[config.mk]
export PLATFORM = sky130hd
export DESIGN_NAME = pbp_front
export DESIGN_NICKNAME = d
export VERILOG_FILES = /design/src/hw/rtl/pbp_pkg.sv /design/src/hw/rtl/pbp_front.sv
export SDC_FILE = /design/constraint.sdc
export NUM_CORES = 1
export LEC_CHECK = 0
export BUFFER_PORTS_ARGS = -buffer_cell sky130_fd_sc_hd__buf_2
export CELL_PAD_IN_SITES_DETAIL_PLACEMENT = 1
export CELL_PAD_IN_SITES_GLOBAL_PLACEMENT = 1
export CORE_UTILIZATION = 35
export DETAILED_ROUTE_END_ITERATION = 12
export PLACE_DENSITY = 0.73
export SYNTH_ARGS = -nofsm -noshare
export SYNTH_HDL_FRONTEND = slang
export SYNTH_SLANG_ARGS = --single-unit
[constraint.sdc]
create_clock -name clk -period 6.7 [get_ports clk]
set_input_delay 1.34 -clock clk [delete_from_list [all_inputs] [get_ports clk]]
set_output_delay 1.34 -clock clk [all_outputs]
set_load 0.02 [all_outputs]
[src/hw/rtl/pbp_pkg.sv]
// ----------------------------------------------------------------------------
// pbp_pkg
// Shared types and constants of the perceptron branch predictor.
// ----------------------------------------------------------------------------
`default_nettype none

package pbp_pkg;

	localparam int ADDR_W   = 64;
	localparam int WGT_W    = 9;    // signed weight width
	localparam int SUM_W    = 16;   // signed perceptron output width
	localparam int PEN_W    = 8;
	localparam int THR_W    = 13;
	localparam int CFG_W    = 13;   // widest register
	localparam int GRP      = 8;    // weights added per group in the first sum stage
	localparam int OUT_W    = 16;   // result beat, padded to bytes

	localparam logic signed [WGT_W:0] WGT_MAX = 10'sd255;
	localparam logic signed [WGT_W:0] WGT_MIN = -10'sd256;

	typedef enum logic {
		REQ_PREDICT = 1'b0,
		REQ_RESOLVE = 1'b1
	} kind_t;

	typedef enum logic {
		CFG_MISS_PENALTY = 1'b0,
		CFG_THRESHOLD    = 1'b1
	} cfg_idx_t;

	typedef struct packed {
		kind_t              kind;
		logic [ADDR_W-1:0]  address;
		logic [ADDR_W-1:0]  fallthrough;
	} req_t;

	typedef enum logic [2:0] {
		ST_CLEAR,
		ST_IDLE,
		ST_P_WAIT,
		ST_P_SUM,
		ST_R_EVAL,
		ST_OUT
	} bst_t;

endpackage

`default_nettype wire

[src/hw/rtl/pbp_front.sv]
// ----------------------------------------------------------------------------
// pbp_front
// Input side: takes request beats, finds the weight row and queues requests.
// ----------------------------------------------------------------------------
`default_nettype none

module pbp_front #(
	parameter int ROWS = 256,
	localparam int RB  = $clog2(ROWS)
) (
	input  wire logic                   clk,
	input  wire logic                   arst_n,
	input  wire logic                   in_valid,
	output logic                        in_ready,
	input  wire pbp_pkg::req_t          in_req,
	output logic                        q_valid,
	output pbp_pkg::req_t               q_req,
	output logic [RB-1:0]               q_row,
	input  wire logic                   q_pop
);
	import pbp_pkg::*;

	localparam bit POW2  = (ROWS & (ROWS - 1)) == 0;
	localparam int QD    = 2;
	localparam int CH    = 16;                  // address bits folded per step
	localparam int VW    = RB + CH;             // partial remainder with next chunk
	localparam logic [VW-1:0] MREC = VW'((64'd1 << VW) / 64'(ROWS));
	localparam logic [6:0] NSTEP = 7'(2 * ADDR_W / CH);

	logic              hold_q;
	req_t              hold_req_q;
	logic [RB-1:0]     rem_q;
	logic [ADDR_W-1:0] sh_q;
	logic [6:0]        cnt_q;
	logic [VW-1:0]     v_c, v_q;
	logic [2*VW-1:0]   prod_c;
	logic [CH-1:0]     qest_q;
	logic [VW:0]       qr_c, diff_c;
	logic [RB-1:0]     rem_c;
	logic [RB-1:0]     row_c;
	logic              push;

	req_t              qreq_q [QD];
	logic [RB-1:0]     qrow_q [QD];
	logic              wp_q, rp_q;
	logic [1:0]        fill_q;

	assign in_ready = !hold_q;

	// reduce each 16-bit address chunk in turn when ROWS is not a power of two:
	// estimate the quotient by a reciprocal multiply, then subtract and correct
	always_comb begin
		v_c    = {rem_q, sh_q[ADDR_W-1 -: CH]};
		prod_c = (2*VW)'(v_c) * (2*VW)'(MREC);
		qr_c   = (VW+1)'(qest_q) * (VW+1)'(ROWS);
		diff_c = {1'b0, v_q} - qr_c;
		if (diff_c >= (VW+1)'(ROWS)) begin
			diff_c = diff_c - (VW+1)'(ROWS);
		end
		rem_c = diff_c[RB-1:0];
	end

	assign row_c = POW2 ? hold_req_q.address[RB-1:0] : rem_q;
	assign push  = hold_q && (cnt_q == 7'd0) && (fill_q != 2'(QD));

	always_ff @(posedge clk or negedge arst_n) begin
		if (!arst_n) begin
			hold_q <= 1'b0;
			cnt_q  <= '0;
		end else begin
			if (in_valid && in_ready) begin
				hold_q <= 1'b1;
				cnt_q  <= (POW2 || in_req.kind == REQ_RESOLVE) ? 7'd0 : NSTEP;
			end else begin
				if (push) begin
					hold_q <= 1'b0;
				end
				if (cnt_q != 7'd0) begin
					cnt_q <= cnt_q - 7'd1;
				end
			end
		end
	end

	always_ff @(posedge clk) begin
		if (in_valid && in_ready) begin
			hold_req_q <= in_req;
			rem_q      <= '0;
			sh_q       <= in_req.address;
		end else if (cnt_q != 7'd0) begin
			if (cnt_q[0]) begin
				rem_q <= rem_c;
				sh_q  <= {sh_q[ADDR_W-CH-1:0], CH'(0)};
			end else begin
				v_q    <= v_c;
				qest_q <= prod_c[VW +: CH];
			end
		end
	end

	always_ff @(posedge clk or negedge arst_n) begin
		if (!arst_n) begin
			wp_q   <= 1'b0;
			rp_q   <= 1'b0;
			fill_q <= '0;
		end else begin
			if (push) begin
				wp_q <= !wp_q;
			end
			if (q_pop) begin
				rp_q <= !rp_q;
			end
			case ({push, q_pop})
				2'b10:   fill_q <= fill_q + 2'd1;
				2'b01:   fill_q <= fill_q - 2'd1;
				default: fill_q <= fill_q;
			endcase
		end
	end

	always_ff @(posedge clk) begin
		if (push) begin
			qreq_q[wp_q] <= hold_req_q;
			qrow_q[wp_q] <= row_c;
		end
	end

	assign q_valid = (fill_q != 2'd0);
	assign q_req   = qreq_q[rp_q];
	assign q_row   = qrow_q[rp_q];

endmodule

`default_nettype wire

==> results.tsv, run 1 <==
stage	metric	value	unit
placed_design	I/O Buffers	271	
worst_setup_path	CP Capture Type	primary output	
status	status	complete, no violations	
clock_tree	Hold Buf Count CTS	0	
grt	first-pass GRT wire length	42100	µm
power_and_ir_drop	VDD IR-drop max	237	µV
detailed_routing	Post-DRT Antenna Nets	0	
synth	register area share after synthesis	0.861	
clock_tree	Sink Count	399	
detailed_routing	wire per inst	19.2	µm
power_and_ir_drop	sequential share of power	0.457	
clock_tree	CTS H-Tree Depth	2	
worst_setup_path	crit-path max cell delay	0.69	ns
timing	Max Clock Skew	0.0107	ns
die	Die Y	201	µm
grt	largest net degree at the start of global routing	80	
synth	Synth cell types	32	
clock_tree	CTS Root Cell	clkbuf_16	
detailed_routing	vias	6470	
worst_setup_path	worst path required time	5.36	ns
timing	RSZ-0062 raised after global routing	false	
die	Core ar.	0.0388	mm²
clock_tree	clk_lat worst skew	0.55	ns
die	die extent in x	201	µm
detailed_routing	DRC violations left	0	
detailed_routing	Initial DRC Count	305	
timing	# setup viols final	0	
worst_setup_path	critical path launch point type	flip-flop	
detailed_routing	WL final	27800	µm
synth	Synth Register Bits	399	
clock_tree	CTS Buffer Depth	3	
power_and_ir_drop	Sw Ratio	0.285	
clock_tree	Post-CTS Resized	0	
timing	worst-margin pin slew	1.18	ns
worst_setup_path	CP arrival	2.44	ns
finish	Multi-input gate area	0.00178	mm²
finish	commonest non-fill, non-tap cell in the layout	edfxtp_1	
power_and_ir_drop	Cell Int Power	5120	µW
timing	fmax	0.265	GHz
detailed_routing	drt pass-1 iters	6	
timing	Final Hold Fails	0	
grt	vias in the first global route	7216	
synth	Synth area leaders	edfxtp_1, mux2_2, dfrtp_1, buf_4, buf_2	
synth	mapped cell area	0.0138	mm²
timing	worst hold margin	0.442	ns
die	die area	0.0403	mm²
power_and_ir_drop	Sw Pwr	2040	µW
finish	fill cell count	3738	
power_and_ir_drop	PwrDens	417	mW/mm²
placed_design	dpl hpwl	17500	µm
synth	syn avg cell area	23.1	µm²
clock_tree	Num CTS Buffers	43	
timing	final slew viol count	0	
finish	FF/Latch Area	0.0119	mm²
synth	Synth area leader	edfxtp_1	
timing	max_slew headroom	0.209	
clock_tree	CTS tree	done	
flow_run	max cap viols	0	
synth	Synth Net Count	733	
detailed_routing	mean number of vias per cell	4.46	
synth	synth warn	0	
power_and_ir_drop	Leak	0.00608	µW
finish	layout cells sized above 1	0.513	
die	initial core utilization	0.356	
timing	fin crit share	0.564	
placed_design	Placed Cells	1373	
worst_hold_path	worst hold path type	flip-flop to flip-flop	
die	Core Rows	72	
worst_setup_path	CP Cell Sequence	buf_4 > mux2_2 > buf_2	
finish	non-filler cells, final	1450	
finish	Nets	1035	
grt	GRT Util Overall	0.138	
power_and_ir_drop	Clock power frac	0.320	
power_and_ir_drop	combinational share of power	0.223	
clock_tree	clock-pin transition on the worst setup and hold timing paths	0.06	ns
grt	Congestion Overflow GR	0	
die	I/O pins	272	
worst_setup_path	Setup CP Type	flip-flop to primary output	
finish	most frequent cells in the layout	edfxtp_1, buf_2, mux2_2	
grt	initial antenna violation count	3	
worst_setup_path	CP max stage cell	buf_4	
placed_design	routability cong.	0.697	
finish	Layout area overhead	24.1	%
synth	Mapped Cells	598	
synth	Yosys top cell area share	0.840	
timing	fin crit period	3.78	ns
clock_tree	postcts setup bufs	0	
worst_setup_path	largest delay contributor family on the critical path	buffers and inverters	
finish	final core utilization	0.442	
worst_setup_path	crit-path max FO	60	
worst_setup_path	CP bufs+invs	2	
## worst paths after layout
check | start | to | slack, ns | depth (start not counted)
worst max-delay path | rp_q$_DFFE_PN0P_ | q_req[38] | 2.92 | 3
worst min-delay path | hold_req_q[126]$_DFFE_PP_ | qreq_q[1][126]$_DFFE_PP_ | 0.44 | 0
worst max register to register | cnt_q[0]$_DFFE_PN0P_ | qreq_q[0][50]$_DFFE_PP_ | 3.17 | 6
worst min register to register | hold_req_q[126]$_DFFE_PP_ | qreq_q[1][126]$_DFFE_PP_ | 0.44 | 0
max in group asynchronous | arst_n | rp_q$_DFFE_PN0P_ | 5.79 | 1
min in group asynchronous | arst_n | hold_q$_DFFE_PN0P_ | 0.67 | 1
## cell usage after synthesis
library cell / count
or4b_4: 1
nor4b_4: 1
edfxtp_1: 387
buf_1: 3
nand2b_1: 2
o21a_1: 1
or3_4: 1
o21ai_0: 2
dfrtp_1: 12
ha_1: 2
inv_1: 7
nor4b_1: 1
o311a_1: 1
buf_2: 10
or2_2: 2
nor3_1: 2
clkbuf_1: 1
xor2_1: 1
nor2_1: 4
or4_1: 2
nand2_1: 2
o21ai_1: 1
mux2_2: 129
or2_1: 1
o2111ai_2: 1
o31ai_1: 1
a21oi_1: 5
a2111o_1: 1
o211a_1: 1
xnor2_1: 4
a211o_1: 1
buf_4: 8
## cell type report
type,count,area share
sequential,399,0.694
multi-input combinational,170,0.104
timing repair buffer,279,0.0825
clock buffer,53,0.0673
tap,518,0.0377
clock inverter,23,0.0122
inverter,7,0.00182
antenna,1,0.000146
## layer usage
metal	global-route usage	wire length, µm	up-vias
li1	-	-	2973
met1	0.165	11400	3243
met2	0.239	14200	199
met3	0.0331	1450	51
met4	0.0575	748	4
met5	0	24	-
## through the flow
stage	setup slack (ns)	cell area [µm²]	setup TNS [ns]	total power (µW)
3_5_place_dp	3.10	15800	0	4960
4_1_cts	2.84	17200	0	7290
3_3_place_gp	3.14	15800	0	4900
6_report	2.92	17200	0	7170
5_1_grt	2.78	17200	0	7460
2_1_floorplan	-0.506	13800	-130.54	4450
## flip-flops by register name (all words and copies together), names as in the netlist
signal      cells
hold_q          1
cnt_q           7
hold_req_q    129
fill_q          2
rp_q            1
wp_q            1
qreq_q        258
## power by group through the flow
stage / clock network, µW / logic (µW) / registers [µW]
after floorplan: 0 / 1140 / 3310
after global placement: 0 / 1610 / 3290
after detailed placement: 0 / 1630 / 3330
after CTS: 2370 / 1640 / 3280
after global routing: 2440 / 1720 / 3310
final: 2290 / 1600 / 3270
## logic make-up after synthesis
| family | share of synthesized area |
|---|---|
| buffers and inverters | 0.0109 |
| adders and majority gates | 0.00181 |
| xor gates and xnor gates | 0.00316 |
| AOI/OAI and AO/OA | 0.00795 |
| muxes | 0.105 |
| DFF | 0.861 |
| and+or+nand+nor | 0.00985 |
Power figures use the tool's default switching activity.
==> inputs of run 2 (changes only) <==
- ABC_AREA: unset -> 1
- PLACE_DENSITY: 0.73 -> 0.71
- clock period: 6.7 -> 3.5 ns (I/O delays scaled with it)
==> run 2 against run 1 <==
Hold slack worse by 0.13 ns. Sequential share of layout area down 0.40 points. Clock-buffer cell count unchanged. Clock power up 99%. Sequential cell count unchanged. Via count up 1.9%. Total power up 83%. First-iteration DRC count down 2.6%. Global-route usage up 0.24 points. Non-clock buffer count up 2. Critical path type unchanged. Critical endpoint is now q_req[93]. Highest routed layer unchanged.
==> results.tsv, run 2 <==
stage	metric	value	unit
die	die extent in x	201	µm
die	initial core utilization	0.357	
timing	Final Hold Fails	0	
timing	RSZ-0062 raised after global routing	false	
finish	fill cell count	3734	
finish	most frequent cells in the layout	edfxtp_1, buf_2, mux2_2	
timing	max_slew headroom	0.493	
synth	synth warn	0	
flow_run	max cap viols	0	
synth	EDFF count, synth	387	
clock_tree	clock-pin transition on the worst setup and hold timing paths	0.06	ns
synth	Synth cell types	16	
power_and_ir_drop	Clock power frac	0.348	
grt	largest net degree at the start of global routing	109	
synth	most frequent cell after synthesis	edfxtp_1	
grt	vias in the first global route	7187	
timing	fin crit share	0.854	
synth	Post-synth top cells	edfxtp_1, mux2_2, inv_1, nand2_1	
clock_tree	CTS Buffer Depth	3	
synth	ys async rst share	0.0301	
placed_design	I/O Buffers	271	
finish	commonest non-fill, non-tap cell in the layout	edfxtp_1	
power_and_ir_drop	Cell Int Power	9460	µW
worst_setup_path	crit-path max FO	59	
timing	fin crit period	2.99	ns
worst_setup_path	Setup CP Type	flip-flop to primary output	
worst_setup_path	worst path required time	2.80	ns
worst_setup_path	CP Capture Type	primary output	
worst_hold_path	Hold Crit Start	in_req[105]	
detailed_routing	Post-DRT Antenna Nets	0	
timing	fmax	0.334	GHz
worst_hold_path	worst hold path type	input port to flip-flop	
synth	Yosys top cell area share	0.838	
power_and_ir_drop	PwrDens	760	mW/mm²
power_and_ir_drop	Sw Pwr	3660	µW
power_and_ir_drop	combinational share of power	0.206	
grt	Congestion Overflow GR	0	
worst_setup_path	Worst Setup SP	rp_q$_DFFE_PN0P_	
clock_tree	Num CTS Buffers	44	
grt	GRT Util Overall	0.141	
detailed_routing	WL final	28300	µm
worst_setup_path	CP arrival	2.29	ns
worst_setup_path	critical register-to-register path startpoint	cnt_q[0]$_DFFE_PN0P_	
die	I/O pins	272	
timing	final worst setup slack	0.510	ns
synth	Synth area leader	edfxtp_1	
synth	Top FF cell, synth	edfxtp_1	
synth	Synth Net Count	748	
power_and_ir_drop	Leak	0.00615	µW
synth	Synth area leaders	edfxtp_1, mux2_2, dfrtp_1, buf_6, buf_4	
timing	Max Clock Skew	0.0236	ns
synth	Synth Register Bits	399	
detailed_routing	wire per inst	19.3	µm
power_and_ir_drop	sequential share of power	0.446	
die	Core ar.	0.0388	mm²
finish	Nets	1053	
clock_tree	postcts setup bufs	0	
finish	max reg flops	258	
detailed_routing	mean number of vias per cell	4.48	
finish	register bank with the most flops	qreq_q	
die	Die Y	201	µm
timing	TNS Setup	0	ns
clock_tree	CTS Root Cell	clkbuf_16	
die	Core Rows	72	
finish	layout cells sized above 1	0.501	
worst_setup_path	critical path launch point type	flip-flop	
timing	worst hold margin	0.316	ns
clock_tree	Hold Buf Count CTS	1	
finish	Regs by FF count	qreq_q (258), hold_req_q (129), cnt_q (7)	
placed_design	dpl hpwl	18000	µm
placed_design	Setup WS pre-CTS	1.03	ns
detailed_routing	drt pass-1 iters	5	
detailed_routing	vias	6591	
grt	initial antenna violation count	3	
finish	Layout area overhead	24.6	%
clock_tree	Sink Count	399	
synth	mapped cell area	0.0139	mm²
detailed_routing	Initial DRC Count	297	
grt	first-pass GRT wire length	42400	µm
placed_design	routability cong.	0.723	
clock_tree	CTS H-Tree Depth	2	
die	die area	0.0404	mm²
power_and_ir_drop	VDD IR-drop max	428	µV
timing	# setup viols final	0	
timing	final slew viol count	0	
status	status	complete, no violations	
timing	worst-margin pin slew	0.761	ns
synth	Mapped Cells	613	
power_and_ir_drop	Sw Ratio	0.279	
synth	register area share after synthesis	0.860	
clock_tree	Post-CTS Resized	0	
clock_tree	clk_lat worst skew	0.56	ns
detailed_routing	DRC violations left	0	
clock_tree	CTS tree	done	
synth	syn avg cell area	22.6	µm²
-- run 2: changes by cell type in the layout (fill, tap and decap cells not counted), moves of 5 or more --
cell        previous run  this run
nand3_1                0         6
inv_1                  6        16
clkinv_2              10         5
clkinvlp_4             0         6
nand2_1                2        13
nor2_1                 2        10
buf_12                 0         5
-- run 2: per-stage QoR --
stage / util / total power (µW) / cells / cell area, µm²
2_1_floorplan: - / 7840 / 613 / 13900
3_3_place_gp: 0.408 / 8630 / 1389 / 15800
3_5_place_dp: 0.408 / 8710 / 1389 / 15800
4_1_cts: 0.445 / 13400 / 1469 / 17300
5_1_grt: 0.445 / 13700 / 1469 / 17300
6_report: 0.445 / 13100 / 1470 / 17300
-- run 2: kinds of logic after synthesis --
family,count (synthesis),share of synthesized area
xor+xnor,5,0.00316
fa+ha+maj,2,0.00180
simple gates,32,0.00938
compound gates,7,0.00253
flops,399,0.860
buf+inv,39,0.0187
mux,129,0.105
-- run 2: per-layer routing --
metal  track usage  share of wire
met1         0.173           0.42
met2         0.237           0.49
met3        0.0435          0.066
met4        0.0433          0.023
met5             0        0.00095
-- run 2: final cells by class --
type                       count  area (µm²)  share of cell area
antenna                        1        2.50            0.000145
clock buffer                  53        1170              0.0675
clock inverter                26         264              0.0153
inverter                      17        67.6             0.00391
multi-input combinational    175        1700              0.0985
sequential                   399       11900               0.690
tap                          518         648              0.0375
timing repair buffer         281        1500              0.0866
-- run 2: path summary, 6_finish.rpt --
check                                            end  slack [ns]  depth (start not counted)
setup / recovery                           q_req[93]        0.51                          3
hold / removal             hold_req_q[105]$_DFFE_PP_        0.32                          1
setup reg to reg            qreq_q[0][121]$_DFFE_PP_        1.00                          9
hold reg to reg              qreq_q[1][28]$_DFFE_PP_        0.44                          0
max in group asynchronous           rp_q$_DFFE_PN0P_        2.64                          2
min in group asynchronous           wp_q$_DFFE_PN0P_        0.58                          2
-- run 2: power by group through the flow --
stage	clock network [µW]	registers, µW	logic [µW]
after floorplan	0	5850	2000
after global placement	0	5920	2710
after detailed placement	0	5960	2750
after CTS	4730	5860	2760
after global routing	4890	5900	2890
final	4560	5850	2710
-- run 2: worst max-delay path, stage by stage (launching register included) --
cell and delay (ns):
dfrtp_4 0.71, buf_12 0.33, mux2_2 0.39, buf_2 0.16
